--- src/rtl/core/deq_pkg.sv ---
// ----------------------------------------------------------------------------
// deq_pkg
// Shared types and constants for the double-ended queue unit.
// ----------------------------------------------------------------------------
package deq_pkg;

    localparam int DEPTH     = 16;
    localparam int IDX_W     = (DEPTH > 1) ? $clog2(DEPTH) : 1;
    localparam int CNT_W     = $clog2(DEPTH + 1);
    localparam int WORD_W    = 32;
    localparam int OUT_CNT_W = 5;

    typedef enum logic [1:0] {
        MODE_PUSH_BACK  = 2'd0,
        MODE_PUSH_FRONT = 2'd1,
        MODE_POP_FRONT  = 2'd2,
        MODE_POP_BACK   = 2'd3
    } mode_t;

    typedef enum logic [1:0] {
        STATUS_OK        = 2'd0,
        STATUS_UNDERFLOW = 2'd1,
        STATUS_OVERFLOW  = 2'd2,
        STATUS_RSVD      = 2'd3
    } status_t;

    // controller -> datapath
    typedef struct packed {
        logic accept;    // transaction taken on the request side
        logic load_pop;  // capture RAM read data into the result register
    } deq_cmd_t;

    // datapath -> controller
    typedef struct packed {
        logic needs_read;  // pending request is a pop on a non-empty queue
        logic full;
        logic empty;
    } deq_stat_t;

endpackage

--- src/rtl/core/deq_if.sv ---
// ----------------------------------------------------------------------------
// deq_req_if / deq_rsp_if
// Valid/ready channels for requests and results of the deque unit.
// ----------------------------------------------------------------------------
interface deq_req_if;
    logic               valid;
    logic               ready;
    logic        [1:0]  mode;
    logic signed [31:0] value;

    modport source (output valid, output mode, output value, input ready);
    modport sink   (input valid, input mode, input value, output ready);
endinterface

interface deq_rsp_if;
    logic               valid;
    logic               ready;
    logic        [1:0]  status;
    logic signed [31:0] removed_value;
    logic        [4:0]  count;

    modport source (output valid, output status, output removed_value, output count,
                    input ready);
    modport sink   (input valid, input status, input removed_value, input count,
                    output ready);
endinterface

--- src/rtl/core/double_ended_queue_unit.sv ---
// A push or failed pop gives its result from the result registers in the
//   cycle after the transaction; a successful pop goes first through the
//   registered read of the word store RAM, then the result register.
// Pushes go one per cycle while results are taken; a pop's read blocks requests.
// Reset clears the front pointer, count and controller; the store keeps
//   whatever it held and is read only at slots written since.
// ----------------------------------------------------------------------------
// double_ended_queue_unit
// Double-ended queue of 32-bit words in a circular store, top level.
// ----------------------------------------------------------------------------
module double_ended_queue_unit (
    input  logic       clk,
    input  logic       rst_n,
    deq_req_if.sink    req,
    deq_rsp_if.source  rsp
);

    deq_pkg::deq_cmd_t  cmd;
    deq_pkg::deq_stat_t stat;

    deq_ctrl u_ctrl (
        .clk       (clk),
        .rst_n     (rst_n),
        .req_valid (req.valid),
        .req_ready (req.ready),
        .rsp_valid (rsp.valid),
        .rsp_ready (rsp.ready),
        .stat      (stat),
        .cmd       (cmd)
    );

    deq_dpath u_dpath (
        .clk         (clk),
        .rst_n       (rst_n),
        .mode        (req.mode),
        .value       (req.value),
        .cmd         (cmd),
        .stat        (stat),
        .rsp_status  (rsp.status),
        .rsp_removed (rsp.removed_value),
        .rsp_count   (rsp.count)
    );

`ifndef ASSERT_OFF
    // an overflow result means the queue is still full while it is shown
    a_ovf_full: assert property (@(posedge clk) disable iff (!rst_n)
        (rsp.valid && rsp.status == deq_pkg::STATUS_OVERFLOW) |-> stat.full)
        else $error("overflow reported but queue not full");

    // an underflow result means the queue is still empty and nothing came out
    a_udf_empty: assert property (@(posedge clk) disable iff (!rst_n)
        (rsp.valid && rsp.status == deq_pkg::STATUS_UNDERFLOW)
        |-> (stat.empty && rsp.removed_value == '0))
        else $error("underflow reported on non-empty queue");

    // full and empty never both hold
    a_full_empty: assert property (@(posedge clk) disable iff (!rst_n)
        !(stat.full && stat.empty))
        else $error("queue both full and empty");

    // a pop on a non-empty queue goes through the RAM read state before its result shows
    a_pop_wait: assert property (@(posedge clk) disable iff (!rst_n)
        (cmd.accept && stat.needs_read) |=> (!rsp.valid && cmd.load_pop))
        else $error("pop result shown without RAM read cycle");
`endif

endmodule

--- src/rtl/core/deq_ram.sv ---
// ----------------------------------------------------------------------------
// deq_ram
// Generic single-write, single-read RAM with registered read data.
// ----------------------------------------------------------------------------
module deq_ram #(
    parameter int WIDTH = 32,
    parameter int DEPTH = 16
) (
    input  logic                                      clk,
    input  logic                                      we,
    input  logic [((DEPTH > 1) ? $clog2(DEPTH) : 1)-1:0] waddr,
    input  logic [WIDTH-1:0]                          wdata,
    input  logic                                      re,
    input  logic [((DEPTH > 1) ? $clog2(DEPTH) : 1)-1:0] raddr,
    output logic [WIDTH-1:0]                          rdata
);

    logic [WIDTH-1:0] mem [DEPTH];
    logic [WIDTH-1:0] rdata_reg;

    always_ff @(posedge clk)
    begin
        if (we)
        begin
            mem[waddr] <= wdata;
        end
        if (re)
        begin
            rdata_reg <= mem[raddr];
        end
    end

    assign rdata = rdata_reg;

endmodule

--- src/rtl/core/deq_ctrl.sv ---
// ----------------------------------------------------------------------------
// deq_ctrl
// Sequencer: takes a transaction, waits in the read state for RAM data on a
// pop from a non-empty queue, then holds the result until it is taken.
// ----------------------------------------------------------------------------
module deq_ctrl (
    input  logic              clk,
    input  logic              rst_n,
    input  logic              req_valid,
    output logic              req_ready,
    output logic              rsp_valid,
    input  logic              rsp_ready,
    input  deq_pkg::deq_stat_t stat,
    output deq_pkg::deq_cmd_t  cmd
);

    typedef enum logic [2:0] {
        ST_IDLE = 3'b001,
        ST_READ = 3'b010,
        ST_OUT  = 3'b100
    } state_t;

    state_t state_reg;
    state_t state_next;
    logic   accept;

    // a new transaction may enter as the held result leaves
    assign req_ready = (state_reg == ST_IDLE) || ((state_reg == ST_OUT) && rsp_ready);
    assign accept    = req_valid && req_ready;
    assign rsp_valid = (state_reg == ST_OUT);

    assign cmd.accept   = accept;
    assign cmd.load_pop = (state_reg == ST_READ);

    always_comb
    begin
        state_next = state_reg;
        case (state_reg)
            ST_IDLE:
            begin
                if (accept)
                begin
                    state_next = stat.needs_read ? ST_READ : ST_OUT;
                end
            end
            ST_READ:
            begin
                state_next = ST_OUT;
            end
            ST_OUT:
            begin
                if (accept)
                begin
                    state_next = stat.needs_read ? ST_READ : ST_OUT;
                end
                else if (rsp_ready)
                begin
                    state_next = ST_IDLE;
                end
            end
            default:
            begin
                state_next = ST_IDLE;
            end
        endcase
    end

    always_ff @(posedge clk or negedge rst_n)
    begin
        if (!rst_n)
        begin
            state_reg <= ST_IDLE;
        end
        else
        begin
            state_reg <= state_next;
        end
    end

endmodule

--- src/rtl/core/deq_dpath.sv ---
// ----------------------------------------------------------------------------
// deq_dpath
// Front pointer, count, word store and result registers.
// ----------------------------------------------------------------------------
module deq_dpath (
    input  logic                                  clk,
    input  logic                                  rst_n,
    input  logic [1:0]                            mode,
    input  logic signed [deq_pkg::WORD_W-1:0]     value,
    input  deq_pkg::deq_cmd_t                     cmd,
    output deq_pkg::deq_stat_t                    stat,
    output logic [1:0]                            rsp_status,
    output logic signed [deq_pkg::WORD_W-1:0]     rsp_removed,
    output logic [deq_pkg::OUT_CNT_W-1:0]         rsp_count
);

    localparam int IDX_W = deq_pkg::IDX_W;
    localparam int CNT_W = deq_pkg::CNT_W;
    localparam int SUM_W = CNT_W + 1;

    logic [IDX_W-1:0]  front_reg;
    logic [IDX_W-1:0]  front_next;
    logic [CNT_W-1:0]  count_reg;
    logic [CNT_W-1:0]  count_next;

    logic [1:0]                       status_reg;
    logic [1:0]                       status_next;
    logic signed [deq_pkg::WORD_W-1:0] removed_reg;
    logic [deq_pkg::OUT_CNT_W-1:0]    rcount_reg;

    logic              is_push;
    logic              full;
    logic              empty;
    logic [SUM_W-1:0]  back_sum;
    logic [SUM_W-1:0]  last_sum;
    logic [IDX_W-1:0]  back_slot;   // one past the back word
    logic [IDX_W-1:0]  last_slot;   // the back word
    logic [IDX_W-1:0]  front_dec;
    logic [IDX_W-1:0]  front_inc;

    logic              ram_we;
    logic [IDX_W-1:0]  ram_waddr;
    logic              ram_re;
    logic [IDX_W-1:0]  ram_raddr;
    logic [deq_pkg::WORD_W-1:0] ram_rdata;

    assign is_push = (mode == deq_pkg::MODE_PUSH_BACK) || (mode == deq_pkg::MODE_PUSH_FRONT);
    assign full    = (count_reg == CNT_W'(deq_pkg::DEPTH));
    assign empty   = (count_reg == '0);

    // front + count stays below 2*DEPTH, so one subtract wraps it
    assign back_sum  = SUM_W'(front_reg) + SUM_W'(count_reg);
    assign last_sum  = back_sum - SUM_W'(1);
    assign back_slot = (back_sum >= SUM_W'(deq_pkg::DEPTH)) ?
                       IDX_W'(back_sum - SUM_W'(deq_pkg::DEPTH)) : IDX_W'(back_sum);
    assign last_slot = (last_sum >= SUM_W'(deq_pkg::DEPTH)) ?
                       IDX_W'(last_sum - SUM_W'(deq_pkg::DEPTH)) : IDX_W'(last_sum);
    assign front_dec = (front_reg == '0) ? IDX_W'(deq_pkg::DEPTH - 1) : front_reg - IDX_W'(1);
    assign front_inc = (front_reg == IDX_W'(deq_pkg::DEPTH - 1)) ? '0 : front_reg + IDX_W'(1);

    assign stat.needs_read = !is_push && !empty;
    assign stat.full       = full;
    assign stat.empty      = empty;

    always_comb
    begin
        front_next  = front_reg;
        count_next  = count_reg;
        status_next = deq_pkg::STATUS_OK;
        ram_we      = 1'b0;
        ram_waddr   = back_slot;
        ram_raddr   = front_reg;
        case (mode)
            deq_pkg::MODE_PUSH_BACK:
            begin
                if (full)
                begin
                    status_next = deq_pkg::STATUS_OVERFLOW;
                end
                else
                begin
                    ram_we     = 1'b1;
                    count_next = count_reg + CNT_W'(1);
                end
            end
            deq_pkg::MODE_PUSH_FRONT:
            begin
                ram_waddr = front_dec;
                if (full)
                begin
                    status_next = deq_pkg::STATUS_OVERFLOW;
                end
                else
                begin
                    ram_we     = 1'b1;
                    front_next = front_dec;
                    count_next = count_reg + CNT_W'(1);
                end
            end
            deq_pkg::MODE_POP_FRONT:
            begin
                if (empty)
                begin
                    status_next = deq_pkg::STATUS_UNDERFLOW;
                end
                else
                begin
                    front_next = front_inc;
                    count_next = count_reg - CNT_W'(1);
                end
            end
            deq_pkg::MODE_POP_BACK:
            begin
                ram_raddr = last_slot;
                if (empty)
                begin
                    status_next = deq_pkg::STATUS_UNDERFLOW;
                end
                else
                begin
                    count_next = count_reg - CNT_W'(1);
                end
            end
            default:
            begin
                status_next = deq_pkg::STATUS_OK;
            end
        endcase
    end

    assign ram_re = cmd.accept;

    deq_ram #(
        .WIDTH (deq_pkg::WORD_W),
        .DEPTH (deq_pkg::DEPTH)
    ) u_store (
        .clk   (clk),
        .we    (ram_we && cmd.accept),
        .waddr (ram_waddr),
        .wdata (value),
        .re    (ram_re),
        .raddr (ram_raddr),
        .rdata (ram_rdata)
    );

    always_ff @(posedge clk or negedge rst_n)
    begin
        if (!rst_n)
        begin
            front_reg <= '0;
            count_reg <= '0;
        end
        else if (cmd.accept)
        begin
            front_reg <= front_next;
            count_reg <= count_next;
        end
    end

    always_ff @(posedge clk)
    begin
        if (cmd.accept)
        begin
            status_reg  <= status_next;
            removed_reg <= '0;
            rcount_reg  <= deq_pkg::OUT_CNT_W'(count_next);
        end
        else if (cmd.load_pop)
        begin
            removed_reg <= ram_rdata;
        end
    end

    assign rsp_status  = status_reg;
    assign rsp_removed = removed_reg;
    assign rsp_count   = rcount_reg;

endmodule
--- src/flat_wrapper.sv ---
// flat-port wrapper written by rule: the top's interface ports become plain ports
module double_ended_queue_unit_flat 
  (clk, rst_n, req_valid, req_mode, req_value, req_ready, rsp_valid, rsp_status, rsp_removed_value, rsp_count, rsp_ready);
  deq_req_if req_i ();
  deq_rsp_if rsp_i ();
  input  logic clk;
  input  logic rst_n;
  input wire logic [$bits(req_i.valid)-1:0] req_valid;
  input wire logic [$bits(req_i.mode)-1:0] req_mode;
  input wire logic [$bits(req_i.value)-1:0] req_value;
  output wire logic [$bits(req_i.ready)-1:0] req_ready;
  output wire logic [$bits(rsp_i.valid)-1:0] rsp_valid;
  output wire logic [$bits(rsp_i.status)-1:0] rsp_status;
  output wire logic [$bits(rsp_i.removed_value)-1:0] rsp_removed_value;
  output wire logic [$bits(rsp_i.count)-1:0] rsp_count;
  input wire logic [$bits(rsp_i.ready)-1:0] rsp_ready;
  assign req_i.valid = req_valid;
  assign req_i.mode = req_mode;
  assign req_i.value = req_value;
  assign req_ready = req_i.ready;
  assign rsp_valid = rsp_i.valid;
  assign rsp_status = rsp_i.status;
  assign rsp_removed_value = rsp_i.removed_value;
  assign rsp_count = rsp_i.count;
  assign rsp_i.ready = rsp_ready;
  double_ended_queue_unit u_core (.clk(clk), .rst_n(rst_n), .req(req_i), .rsp(rsp_i));
endmodule
--- config.mk ---
export PLATFORM = sky130hd
export DESIGN_NAME = double_ended_queue_unit_flat
export DESIGN_NICKNAME = d
export VERILOG_FILES = /design/src/rtl/core/deq_pkg.sv /design/src/rtl/core/deq_if.sv /design/src/rtl/core/double_ended_queue_unit.sv /design/src/rtl/core/deq_ram.sv /design/src/rtl/core/deq_ctrl.sv /design/src/rtl/core/deq_dpath.sv /design/src/flat_wrapper.sv
export SDC_FILE = /design/constraint.sdc
export NUM_CORES = 1
export LEC_CHECK = 0
export ABC_CLOCK_PERIOD_IN_PS = 5900
export BUFFER_PORTS_ARGS = -buffer_cell sky130_fd_sc_hd__buf_2
export CORE_ASPECT_RATIO = 0.9
export CORE_MARGIN = 2
export CORE_UTILIZATION = 61
export DETAILED_ROUTE_END_ITERATION = 16
export HOLD_SLACK_MARGIN = 0.05
export PLACE_DENSITY = 0.79
export SYNTH_ARGS = -nofsm -noshare
export SYNTH_HDL_FRONTEND = slang
export SYNTH_HIERARCHICAL = 1
export SYNTH_SLANG_ARGS = --single-unit
--- constraint.sdc ---
create_clock -name clk -period 5.9 [get_ports clk]
set_input_delay 1.18 -clock clk [delete_from_list [all_inputs] [get_ports clk]]
set_output_delay 1.18 -clock clk [all_outputs]
set_load 0.01 [all_outputs]
==> results of run 1 <==
[per-stage QoR]
stage,total power [mW],worst slack (ns),area (um^2),hold WS [ns],instances
floorplan,8.73,0.283,22900,0.456,1114
global placement,10.0,1.58,24000,0.463,1640
detailed placement,10.1,1.52,24000,0.470,1640
CTS,13.9,2.03,25900,0.448,1744
global route,14.4,1.70,25900,0.461,1744
finish,13.8,2.00,25900,0.453,1744
[layout by cell type (no fill, tap or decap), types with 8 or more instances in the layout]
cell / n
bufinv_16: 9
edfxtp_1: 551
a21oi_1: 13
o21ai_0: 12
clkinv_1: 11
nor2_4: 14
a22oi_1: 65
buf_12: 8
buf_2: 78
clkinv_2: 12
mux2i_1: 38
mux4_2: 128
nand2_1: 44
dfrtp_1: 11
inv_1: 12
buf_4: 17
dfxtp_1: 32
nor2_1: 39
ha_1: 13
clkbuf_16: 56
[how the worst max path moves through the flow]
stage                                                         endpoint  slack, ns  cells past startpoint
final                       u_core/u_dpath/u_store/rdata[22]$_DFFE_PP_       2.00                     10
after global routing        u_core/u_dpath/u_store/rdata[22]$_DFFE_PP_       1.70                     10
after CTS                   u_core/u_dpath/u_store/rdata[22]$_DFFE_PP_       2.03                     10
after detailed placement  u_core/u_dpath/u_store/mem[15][11]$_DFFE_PP_       1.52                      7
after global placement       u_core/u_dpath/u_store/rdata[9]$_DFFE_PP_       1.58                      7
after floorplan             u_core/u_dpath/u_store/mem[0][0]$_DFFE_PP_       0.28                      8
[metal layers]
layer | GRT usage | vias to the layer above
met5 | 0 | -
met1 | 0.365 | 5927
li1 | - | 4765
met2 | 0.413 | 561
met4 | 0.0709 | 0
met3 | 0.0447 | 84
[where the power goes]
group          leakage [nW]  internal, mW  total [mW]  switching (mW)
logic                  2.22          2.03        4.65            2.62
registers              5.38          5.23        5.46           0.226
clock network         0.927          2.16        3.69            1.53
[worst max-delay path, delay by kind of cell (launching register included)]
kind	cells	cell delay [ns]
and+or+nand+nor	3	1.26
buffers and inverters	2	0.56
AOI/OAI and AO/OA	1	0.12
muxes	1	0.13
DFF	1	0.50
adders and majority gates	1	0.47
xor gates and xnor gates	2	0.69
[final cells by class]
type,count,area share
clock buffer,63,0.0558
clock inverter,41,0.0175
inverter,13,0.00188
multi-input combinational,446,0.201
sequential,595,0.675
tap,483,0.0233
timing repair buffer,103,0.0262
==> out/qor_table.md, run 1 <==
| Group | Quantity | Value |
| --- | --- | --- |
| worst setup path | Signal arrival time at the worst endpoint | 4.35 ns |
| routing | Vias/cell | 6.50 |
| worst setup path | Type of element launching the critical path | register |
| routing | Detailed-route wire length per cell | 27.7 um |
| worst setup path | Launch point of the worst reg-to-reg path | u_core/u_dpath/front_reg[1]$_DFFE_PN0P_ |
| sta | Fin. Hold Viols | 0 |
| routing | Top metal layer carrying routed signals | met4 |
| sta | Final sum of negative setup slack | 0 ns |
| synthesis | Cell count after synthesis | 1114 |
| power and ir drop | P per Cell Area | 532 mW/mm^2 |
| clocking | Clock slew at reported path FFs | 0.07 ns |
| routing | Wire length after detailed routing | 48.4 mm |
| clocking | Clock Tree Buf Depth | 3 |
| sta | Clock skew after layout | 0.0177 ns |
| sta | Setup repair after global routing missed its margin | false |
| worst setup path | Worst R2R Setup Slack | 2.00 ns |
| die | Die Width | 208 um |
| sta | Final setup vio count | 0 |
| worst setup path | Cell seen most often among critical-path stages | xnor2_1 |
| global routing | Antenna violations before repair | 0 |
| sta | Slew HR | 0.0601 |
| die | Die extent in y | 188 um |
| sta | Worst-Margin Slew | 1.41 ns |
| routing | Count of vias placed by the detailed router | 11337 |
| worst setup path | Slowest stage delay, CP | 0.81 ns |
| sta | Number of slew-limit violations in the final report | 0 |
| final layout | Max reg flops | 512 |
| placement | Port buffer count | 78 |
| sta | Final critical-path required period | 3.90 ns |
| routing | Detailed-route wire length on metal 1 | 19.5 mm |
| worst setup path | Critical path, cell by cell | inv_1 > fa_1 > xnor2_1 > nor4b_1 > mux2i_1 > xnor2_1 > nor2b_4 > buf_4 > a22oi_1 > nand2_1 |
| sta | Maximum clock rate | 0.256 GHz |
| clocking | Cells resized by post-CTS repair | 0 |
| global routing | Pin count of the biggest net entering global routing | 80 |
| clocking | Cell at the root of the clock tree | clkbuf_16 |
| placement | Final Wtd Congestion | 0.803 |
| routing | Detailed-router iteration count before antenna repair | 5 |
| global routing | Residual overflow from global routing | 0 |
| routing | Number of DRC violations after detailed-routing iteration 0 | 1303 |
| clocking | CTS Buf Count | 55 |
| run status | Run status | finished clean |
| worst setup path | Cell with the largest stage delay on the worst path | nor2b_4 |
| clocking | TritonCTS clock tree | built |
| clocking | Clock sinks | 595 |
| synthesis | Netlist area before placement | 0.0229 mm^2 |
| synthesis | Mean instance size in the synthesized netlist | 20.5 um^2 |
| worst setup path | Capture point of the worst reg-to-reg path | u_core/u_dpath/u_store/rdata[22]$_DFFE_PP_ |
| clocking | H-tree lvl count | 2 |
| global routing | Wire length of the first global-routing pass | 73.7 mm |
| final layout | Relative area change from synthesis to final layout | 13.4% |
| power and ir drop | Leakage dissipation | 8.53 nW |
| die | IO Pins | 79 |
| routing | Post-DRT Antenna Nets | 0 |
| final layout | Number of filler cells placed in the layout | 2217 |
| synthesis | Number of warnings issued by yosys | 6 |
| global routing | Tot GR Track Use | 0.254 |
| die | Row count | 67 |
| final layout | Register area | 0.0175 mm^2 |
| routing | Drt drc | 0 |
| worst setup path | Maximum fanout encountered on the critical timing path | 23 |
| clocking | Clk_lat worst skew | 0.60 ns |
| die | Core Footprint | 0.0371 mm^2 |
| routing | Met3 routed wirelength | 3.90 mm |
| final layout | Share of cells above drive strength 1 | 0.284 |
| worst setup path | Crit path launch | u_core/u_dpath/front_reg[1]$_DFFE_PN0P_ |
| final layout | Final standard cell utilization of the core | 0.700 |
| die | Initial core utilization | 0.617 |
| die | Die area | 0.0390 mm^2 |
| clocking | Buffer count from post-CTS setup fixing | 0 |
| synthesis | Post-synth net total | 1166 |
| worst setup path | Worst path required time | 6.35 ns |
| placement | HPWL reported at the end of detailed placement | 25.5 mm |
| sta | Final cycle utilization of the critical path | 0.661 |
| clocking | Hold buffers post-CTS | 0 |
| hold path | Tightest Hold Check Type | primary input to asynchronous set/reset pin |
| power and ir drop | Highest ir drop seen on vdd | 0.345 mV |
| worst setup path | Reg2Reg Depth | 10 |
| final layout | Net total in the final layout | 1266 |
| routing | Met2 routed WL | 23.9 mm |
| job | Number of violations of the max-capacitance limit | 0 |
| worst setup path | Setup Crit Path Kind | register to register |
| final layout | Multi-input gate area | 0.00520 mm^2 |
| global routing | Number of global-route vias before repair | 11737 |
| final layout | Diode insertion count for antenna repair | 0 |
| worst setup path | Capturing element type of the critical path | register |
(Power assumes the default switching activity.)
==> run 2: changes to the inputs <==
--- a/config.mk
+++ b/config.mk
@@ -5,7 +5,7 @@
 export SDC_FILE = /design/constraint.sdc
 export NUM_CORES = 1
 export LEC_CHECK = 0
-export ABC_CLOCK_PERIOD_IN_PS = 5900
+export ABC_CLOCK_PERIOD_IN_PS = 3800
 export BUFFER_PORTS_ARGS = -buffer_cell sky130_fd_sc_hd__buf_2
 export CORE_ASPECT_RATIO = 0.9
 export CORE_MARGIN = 2
==> constraint.sdc (replaced) <==
create_clock -name clk -period 3.8 [get_ports clk]
set_input_delay 0.76 -clock clk [delete_from_list [all_inputs] [get_ports clk]]
set_output_delay 0.76 -clock clk [all_outputs]
set_load 0.01 [all_outputs]
==> out/qor_table.md, run 2 (same netlist as run 1, synthesis figures left out) <==
| Group | Quantity | Value | vs previous |
| --- | --- | --- | --- |
| clocking | Cell at the root of the clock tree | clkbuf_16 | unchanged |
| placement | Setup WS pre-CTS | 0.386 ns | was 1.52 ns |
| sta | Final cycle utilization of the critical path | 0.928 | was 0.661 |
| routing | Count of vias placed by the detailed router | 11563 | was 11337 |
| sta | Worst-Margin Slew | 1.01 ns | was 1.41 ns |
| worst setup path | Cell with the largest stage delay on the worst path | nor2b_4 | unchanged |
| global routing | Residual overflow from global routing | 0 | unchanged |
| routing | Wire length after detailed routing | 50.5 mm | was 48.4 mm |
| placement | HPWL reported at the end of detailed placement | 27.1 mm | was 25.5 mm |
| global routing | Tot GR Track Use | 0.266 | was 0.254 |
| die | Core Footprint | 0.0371 mm^2 | unchanged |
| worst setup path | Cell seen most often among critical-path stages | xnor2_1 | unchanged |
| routing | Detailed-route wire length per cell | 28.4 um | was 27.7 um |
| routing | Vias/cell | 6.50 | about the same |
| routing | Detailed-router iteration count before antenna repair | 5 | unchanged |
| sta | Final sum of negative setup slack | 0 ns | unchanged |
| global routing | Wire length of the first global-routing pass | 76.3 mm | was 73.7 mm |
| job | Number of violations of the max-capacitance limit | 0 | unchanged |
| routing | Met2 routed WL | 24.8 mm | was 23.9 mm |
| global routing | Antenna violations before repair | 3 | was 0 |
| final layout | Final standard cell utilization of the core | 0.708 | was 0.700 |
| final layout | Number of filler cells placed in the layout | 2155 | was 2217 |
| sta | Fin. Hold Viols | 0 | unchanged |
| sta | Clock skew after layout | 0.0173 ns | was 0.0177 ns |
| power and ir drop | P per Cell Area | 820 mW/mm^2 | was 532 mW/mm^2 |
| routing | Drt drc | 0 | unchanged |
| clocking | Clk_lat worst skew | 0.59 ns | was 0.60 ns |
| power and ir drop | Net Sw Frac | 0.321 | was 0.317 |
| worst setup path | Setup Crit Path Kind | register to register | unchanged |
| global routing | Pin count of the biggest net entering global routing | 45 | was 80 |
| clocking | CTS Buf Count | 55 | unchanged |
| die | Die area | 0.0390 mm^2 | unchanged |
| worst setup path | Critical path, cell by cell | ha_1 > inv_1 > fa_1 > xnor2_1 > nor4b_1 > mux2i_1 > xnor2_1 > nor2b_4 > buf_4 > a22oi_1 > nand2_1 | was inv_1 > fa_1 > xnor2_1 > nor4b_1 > mux2i_1 > xnor2_1 > nor2b_4 > buf_4 > a22oi_1 > nand2_1 |
| power and ir drop | Share of total power in sequential cells | 0.394 | was 0.395 |
| final layout | Relative area change from synthesis to final layout | 14.8% | was 13.4% |
| placement | Port buffer count | 78 | unchanged |
| hold path | Tightest Hold Check Type | primary input to asynchronous set/reset pin | unchanged |
| routing | Post-DRT Antenna Nets | 0 | unchanged |
| final layout | Max reg flops | 512 | unchanged |
| routing | Top metal layer carrying routed signals | met4 | unchanged |
| power and ir drop | Share of power burned in the clock network | 0.252 | was 0.267 |
| die | Die Width | 208 um | unchanged |
| sta | Maximum clock rate | 0.283 GHz | was 0.256 GHz |
| global routing | Number of global-route vias before repair | 11721 | was 11737 |
| power and ir drop | Internal power | 14.6 mW | was 9.42 mW |
| clocking | Clock slew at reported path FFs | 0.06 ns | was 0.07 ns |
| final layout | Net total in the final layout | 1297 | was 1266 |
| worst setup path | Top delay family on crit path | simple AND/OR/NAND/NOR gates | unchanged |
| die | Initial core utilization | 0.617 | unchanged |
| power and ir drop | Leakage dissipation | 8.68 nW | was 8.53 nW |
| power and ir drop | Sum of internal, switching and leakage power | 21.5 mW | was 13.8 mW |
| clocking | Clock Tree Buf Depth | 3 | unchanged |
| die | IO Pins | 79 | unchanged |
| worst setup path | Slowest stage delay, CP | 0.81 ns | about the same |
| worst setup path | Type of element launching the critical path | register | unchanged |
| clocking | Buffer count from post-CTS setup fixing | 0 | unchanged |
| final layout | Share of cells above drive strength 1 | 0.299 | was 0.284 |
| worst setup path | Signal arrival time at the worst endpoint | 3.98 ns | was 4.35 ns |
| sta | Setup slack of the critical path after layout | 0.272 ns | was 2.00 ns |
| die | Die extent in y | 188 um | unchanged |
| final layout | Multi-input gate area | 0.00523 mm^2 | was 0.00520 mm^2 |
| sta | Final setup vio count | 0 | unchanged |
| clocking | Cells resized by post-CTS repair | 0 | unchanged |
| power and ir drop | Reported net switching power | 6.90 mW | was 4.38 mW |
| routing | Detailed-route wire length on metal 1 | 19.9 mm | was 19.5 mm |
| clocking | TritonCTS clock tree | built | unchanged |
| sta | Setup repair after global routing missed its margin | false | unchanged |
| worst setup path | Capture point of the worst reg-to-reg path | u_core/u_dpath/u_store/rdata[10]$_DFFE_PP_ | was u_core/u_dpath/u_store/rdata[22]$_DFFE_PP_ |
| die | Row count | 67 | unchanged |
| run status | Run status | finished clean | unchanged |
| clocking | H-tree lvl count | 2 | unchanged |
| clocking | Clock sinks | 595 | unchanged |
| sta | Slew HR | 0.325 | was 0.0601 |
| sta | Final critical-path required period | 3.53 ns | was 3.90 ns |
| placement | Area of placed instances | 0.0244 mm^2 | was 0.0240 mm^2 |
| worst setup path | Maximum fanout encountered on the critical timing path | 22 | was 23 |
| final layout | Commonest cells after routing, fill and taps aside | edfxtp_1, mux4_2, buf_2 | unchanged |
| placement | Final Wtd Congestion | 0.776 | was 0.803 |
| worst setup path | Critical path buffers and inverters | 2 | unchanged |
| final layout | Register area | 0.0175 mm^2 | unchanged |
| sta | Number of slew-limit violations in the final report | 0 | unchanged |
| routing | Number of DRC violations after detailed-routing iteration 0 | 1175 | was 1303 |
| final layout | Fin area | 0.0262 mm^2 | was 0.0259 mm^2 |
| power and ir drop | Highest ir drop seen on vdd | 0.702 mV | was 0.345 mV |
| worst setup path | Reg2Reg Depth | 11 | was 10 |
| worst setup path | Launch point of the worst reg-to-reg path | u_core/u_dpath/front_reg[0]$_DFFE_PN0P_ | was u_core/u_dpath/front_reg[1]$_DFFE_PN0P_ |
| power and ir drop | Share of total power in combinational logic | 0.354 | was 0.337 |
| worst setup path | Worst R2R Setup Slack | 0.27 ns | was 2.00 ns |
| worst setup path | Worst path required time | 4.25 ns | was 6.35 ns |
| routing | Met3 routed wirelength | 4.62 mm | was 3.90 mm |
| clocking | Hold buffers post-CTS | 0 | unchanged |
| worst setup path | Capturing element type of the critical path | register | unchanged |
| final layout | Most frequent standard cell in the layout excluding fill and tap cells | edfxtp_1 | unchanged |
[run 2: stage by stage]
stage | cells | hold WS, ns
after floorplan | 1114 | 0.456
after global placement | 1671 | 0.466
after detailed placement | 1671 | 0.474
after CTS | 1775 | 0.0603
after global routing | 1776 | 0.0660
final | 1778 | 0.0616
[run 2: final cells by class]
class	count	share of cell area
antenna	3	0.000286
tap	483	0.0230
inverter	13	0.00186
sequential	595	0.666
clock inverter	29	0.0105
clock buffer	75	0.0577
timing repair buffer	134	0.0409
multi-input combinational	446	0.199
[run 2: worst register-to-register path, cell delays in order (launching register included)]
cell     delay [ns]
dfrtp_1        0.49
ha_1           0.23
inv_1          0.06
fa_1           0.38
xnor2_1        0.20
nor4b_1        0.33
mux2i_1        0.14
xnor2_1        0.26
nor2b_4        0.81
buf_4          0.30
a22oi_1        0.07
nand2_1        0.12
[run 2: power groups by stage]
stage | Combinational, mW | Sequential [mW] | Clock, mW
after floorplan | 5.10 | 8.50 | 0
after global placement | 7.42 | 8.57 | 0
after detailed placement | 7.56 | 8.60 | 0
after CTS | 7.66 | 8.48 | 5.49
after global routing | 8.19 | 8.54 | 5.76
final | 7.62 | 8.48 | 5.42
[run 2: how the worst max path moves through the flow]
stage          depth (start not counted)                                     from                                    endpoint
2_1_floorplan                          8                                rsp_ready  u_core/u_dpath/u_store/mem[1][0]$_DFFE_PP_
3_3_place_gp                           9                              req_mode[0]  u_core/u_dpath/u_store/rdata[14]$_DFFE_PP_
3_5_place_dp                          11  u_core/u_dpath/front_reg[0]$_DFFE_PN0P_  u_core/u_dpath/u_store/rdata[10]$_DFFE_PP_
4_1_cts                               11  u_core/u_dpath/front_reg[0]$_DFFE_PN0P_  u_core/u_dpath/u_store/rdata[10]$_DFFE_PP_
5_1_grt                               11  u_core/u_dpath/front_reg[0]$_DFFE_PN0P_  u_core/u_dpath/u_store/rdata[10]$_DFFE_PP_
6_report                              11  u_core/u_dpath/front_reg[0]$_DFFE_PN0P_  u_core/u_dpath/u_store/rdata[10]$_DFFE_PP_
[run 2: routing by layer]
metal,GRT usage,up-vias
li1,-,4840
met1,0.386,5997
met2,0.423,638
met3,0.0541,88
met4,0.0723,0
met5,0,-
==> run 3: changes to the inputs <==
--- a/config.mk
+++ b/config.mk
@@ -9,10 +9,10 @@
 export BUFFER_PORTS_ARGS = -buffer_cell sky130_fd_sc_hd__buf_2
 export CORE_ASPECT_RATIO = 0.9
 export CORE_MARGIN = 2
-export CORE_UTILIZATION = 61
+export CORE_UTILIZATION = 59
 export DETAILED_ROUTE_END_ITERATION = 16
 export HOLD_SLACK_MARGIN = 0.05
-export PLACE_DENSITY = 0.79
+export PLACE_DENSITY = 0.76
 export SYNTH_ARGS = -nofsm -noshare
 export SYNTH_HDL_FRONTEND = slang
 export SYNTH_HIERARCHICAL = 1
==> constraint.sdc (replaced) <==
create_clock -name clk -period 3.8 [get_ports clk]
set_input_delay 0.19 -clock clk [delete_from_list [all_inputs] [get_ports clk]]
set_output_delay 0.19 -clock clk [all_outputs]
set_load 0.01 [all_outputs]
==> out/qor_table.md, run 3 (same netlist as run 1, synthesis figures left out) <==
| Group | Quantity | Value | vs previous |
| --- | --- | --- | --- |
| placement | # placed instances | 1665 | was 1671 |
| worst setup path | Capturing element type of the critical path | register | unchanged |
| final layout | Final standard cell utilization of the core | 0.688 | was 0.708 |
| worst setup path | Reg2Reg Depth | 9 | was 11 |
| worst setup path | Maximum fanout encountered on the critical timing path | 16 | was 22 |
| power and ir drop | Highest ir drop seen on vdd | 0.589 mV | was 0.702 mV |
| final layout | Relative area change from synthesis to final layout | 15.2% | was 14.8% |
| power and ir drop | Reported net switching power | 6.78 mW | was 6.90 mW |
| routing | Drt drc | 0 | unchanged |
| die | Initial core utilization | 0.597 | was 0.617 |
| clocking | Cell at the root of the clock tree | clkbuf_16 | unchanged |
| worst setup path | Cell with the largest stage delay on the worst path | nor2b_4 | unchanged |
| clocking | TritonCTS clock tree | built | unchanged |
| power and ir drop | Net Sw Frac | 0.322 | was 0.321 |
| placement | Port buffer count | 78 | unchanged |
| global routing | Wire length of the first global-routing pass | 71.5 mm | was 76.3 mm |
| sta | Final critical-path required period | 3.62 ns | was 3.53 ns |
| placement | Final Wtd Congestion | 0.793 | was 0.776 |
| final layout | Net total in the final layout | 1322 | was 1297 |
| sta | WHS | 0.0845 ns | was 0.0616 ns |
| sta | Final cycle utilization of the critical path | 0.952 | was 0.928 |
| hold path | Cell depth of the worst min-delay path | 3 |  |
| worst setup path | Slowest stage delay, CP | 0.81 ns | about the same |
| hold path | Tightest Hold Check Type | primary input to register | was primary input to asynchronous set/reset pin |
| sta | Worst-Margin Slew | 1.20 ns | was 1.01 ns |
| worst setup path | Cell seen most often among critical-path stages | ha_1 | was xnor2_1 |
| hold path | Hold path start | req_valid |  |
| worst setup path | Critical path, cell by cell | ha_1 > inv_1 > fa_1 > ha_1 > xnor2_1 > a21oi_1 > nor2b_4 > a22oi_1 > nand2_1 | was ha_1 > inv_1 > fa_1 > xnor2_1 > nor4b_1 > mux2i_1 > xnor2_1 > nor2b_4 > buf_4 > a22oi_1 > nand2_1 |
| die | Row count | 68 | was 67 |
| placement | HPWL reported at the end of detailed placement | 26.1 mm | was 27.1 mm |
| final layout | Multi-input gate area | 0.00525 mm^2 | was 0.00523 mm^2 |
| global routing | Antenna violations before repair | 3 | unchanged |
| sta | Final setup vio count | 0 | unchanged |
| power and ir drop | Share of total power in sequential cells | 0.402 | was 0.394 |
| global routing | Tot GR Track Use | 0.242 | was 0.266 |
| final layout | Final cell count without fillers | 1801 | was 1778 |
| worst setup path | Crit path launch | u_core/u_dpath/front_reg[0]$_DFFE_PN0P_ | unchanged |
| routing | Wire length after detailed routing | 47.8 mm | was 50.5 mm |
| worst setup path | Launch point of the worst reg-to-reg path | u_core/u_dpath/front_reg[0]$_DFFE_PN0P_ | unchanged |
| clocking | Clock slew at reported path FFs | 0.06 ns | about the same |
| final layout | Fin area | 0.0263 mm^2 | was 0.0262 mm^2 |
| sta | Number of slew-limit violations in the final report | 0 | unchanged |
| sta | Clock skew after layout | 0.0254 ns | was 0.0173 ns |
| clocking | Clk_lat worst skew | 0.60 ns | was 0.59 ns |
| sta | Setup repair after global routing missed its margin | true | was false |
| global routing | Pin count of the biggest net entering global routing | 41 | was 45 |
| sta | Slew HR | 0.201 | was 0.325 |
| die | Die extent in y | 191 um | was 188 um |
| worst setup path | Worst R2R Setup Slack | 0.18 ns | was 0.27 ns |
| worst setup path | Signal arrival time at the worst endpoint | 4.06 ns | was 3.98 ns |
| final layout | Share of cells above drive strength 1 | 0.276 | was 0.299 |
| sta | Maximum clock rate | 0.276 GHz | was 0.283 GHz |
| worst setup path | Type of element launching the critical path | register | unchanged |
| global routing | Residual overflow from global routing | 0 | unchanged |
| die | IO Pins | 79 | unchanged |
| job | Number of violations of the max-capacitance limit | 0 | unchanged |
| sta | Fin. Hold Viols | 0 | unchanged |
| die | Die Width | 211 um | was 208 um |
| placement | Area of placed instances | 0.0243 mm^2 | was 0.0244 mm^2 |
| die | Core Footprint | 0.0383 mm^2 | was 0.0371 mm^2 |
| power and ir drop | Share of power burned in the clock network | 0.246 | was 0.252 |
| die | Die area | 0.0403 mm^2 | was 0.0390 mm^2 |
| global routing | Number of global-route vias before repair | 11662 | was 11721 |
| worst setup path | Worst path required time | 4.24 ns | was 4.25 ns |
| clocking | Clock sinks | 595 | unchanged |
| power and ir drop | P per Cell Area | 800 mW/mm^2 | was 820 mW/mm^2 |
| routing | Number of DRC violations after detailed-routing iteration 0 | 1182 | was 1175 |
| routing | Vias/cell | 6.33 | was 6.50 |
| power and ir drop | Internal power | 14.3 mW | was 14.6 mW |
| clocking | CTS Buf Count | 56 | was 55 |
| clocking | H-tree lvl count | 2 | unchanged |
| routing | Count of vias placed by the detailed router | 11405 | was 11563 |
| routing | Detailed-router iteration count before antenna repair | 5 | unchanged |
| power and ir drop | Leakage dissipation | 8.69 nW | was 8.68 nW |
| clocking | Clock Tree Buf Depth | 3 | unchanged |
| final layout | Commonest cells after routing, fill and taps aside | edfxtp_1, mux4_2, buf_2 | unchanged |
| power and ir drop | Share of total power in combinational logic | 0.352 | was 0.354 |
| final layout | Most frequent standard cell in the layout excluding fill and tap cells | edfxtp_1 | unchanged |
| final layout | Number of filler cells placed in the layout | 2354 | was 2155 |
| worst setup path | Setup Crit Path Kind | register to register | unchanged |
| final layout | Register area | 0.0175 mm^2 | unchanged |
| clocking | Buffer count from post-CTS setup fixing | 0 | unchanged |
| routing | Detailed-route wire length per cell | 26.5 um | was 28.4 um |
| run status | Run status | finished clean | unchanged |
| routing | Post-DRT Antenna Nets | 0 | unchanged |
| final layout | Max reg flops | 512 | unchanged |
[run 3: area by class of cell]
cell class              instances  area share
multi-input cells             447       0.199
well taps                     490      0.0233
clock buffers                  73      0.0564
repair buffers                157      0.0474
flip-flops and latches        595       0.664
clock inverters                25     0.00760
diodes                          1   0.0000950
inverters                      13     0.00185
[run 3: timing repair]
action / in CTS / in global routing
resized for setup: 0 / 2
endpoints found under the hold margin: 525 / 0
hold buffers: 36 / 0
endpoints found under the setup margin: 0 / 30
[run 3: worst paths after layout]
path | end
setup / recovery | u_core/u_dpath/u_store/rdata[21]$_DFFE_PP_
hold / removal | u_core/u_ctrl/state_reg[0]$_DFFE_PN1P_
setup reg to reg | u_core/u_dpath/u_store/rdata[21]$_DFFE_PP_
hold reg to reg | u_core/u_dpath/rsp_removed[25]$_SDFFE_PP0P_
max in group asynchronous | u_core/u_dpath/count_reg[1]$_DFFE_PN0P_
min in group asynchronous | u_core/u_ctrl/state_reg[0]$_DFFE_PN1P_
[run 3: worst max-delay path, delay by kind of cell (launching register included)]
kind                     cells  cell delay, ns
AO/OA/AOI/OAI                2            0.89
flip-flops                   1            0.46
buffers and inverters        1            0.07
AND/OR/NAND/NOR              2            0.95
adder cells (fa/ha/maj)      3            0.95
XOR/XNOR                     1            0.13
[run 3: stage by stage]
stage                     setup TNS [ns]  total power [mW]  worst slack, ns
after CTS                              0              21.1            0.177
after global placement                 0              15.7            0.374
final                                  0              21.1            0.183
after floorplan                   -30.08              13.6           -0.313
after detailed placement               0              15.9            0.213
after global routing             -0.0489              22.0          -0.0252
[run 3: power groups by stage]
| stage | Sequential, mW | Clock (mW) | Combinational [mW] |
|---|---|---|---|
| final | 8.48 | 5.18 | 7.42 |
| after global routing | 8.54 | 5.51 | 7.99 |
| after CTS | 8.48 | 5.26 | 7.35 |
| after detailed placement | 8.61 | 0 | 7.25 |
| after global placement | 8.58 | 0 | 7.11 |
| after floorplan | 8.51 | 0 | 5.06 |
[run 3: per-layer routing]
layer  GRT usage  vias to the layer above  part of all wire
li1            -                     4880                 -
met3      0.0448                       92             0.073
met1       0.354                     5983              0.42
met5           0                        -           0.00056
met2       0.382                      446              0.48
met4      0.0680                        4             0.024
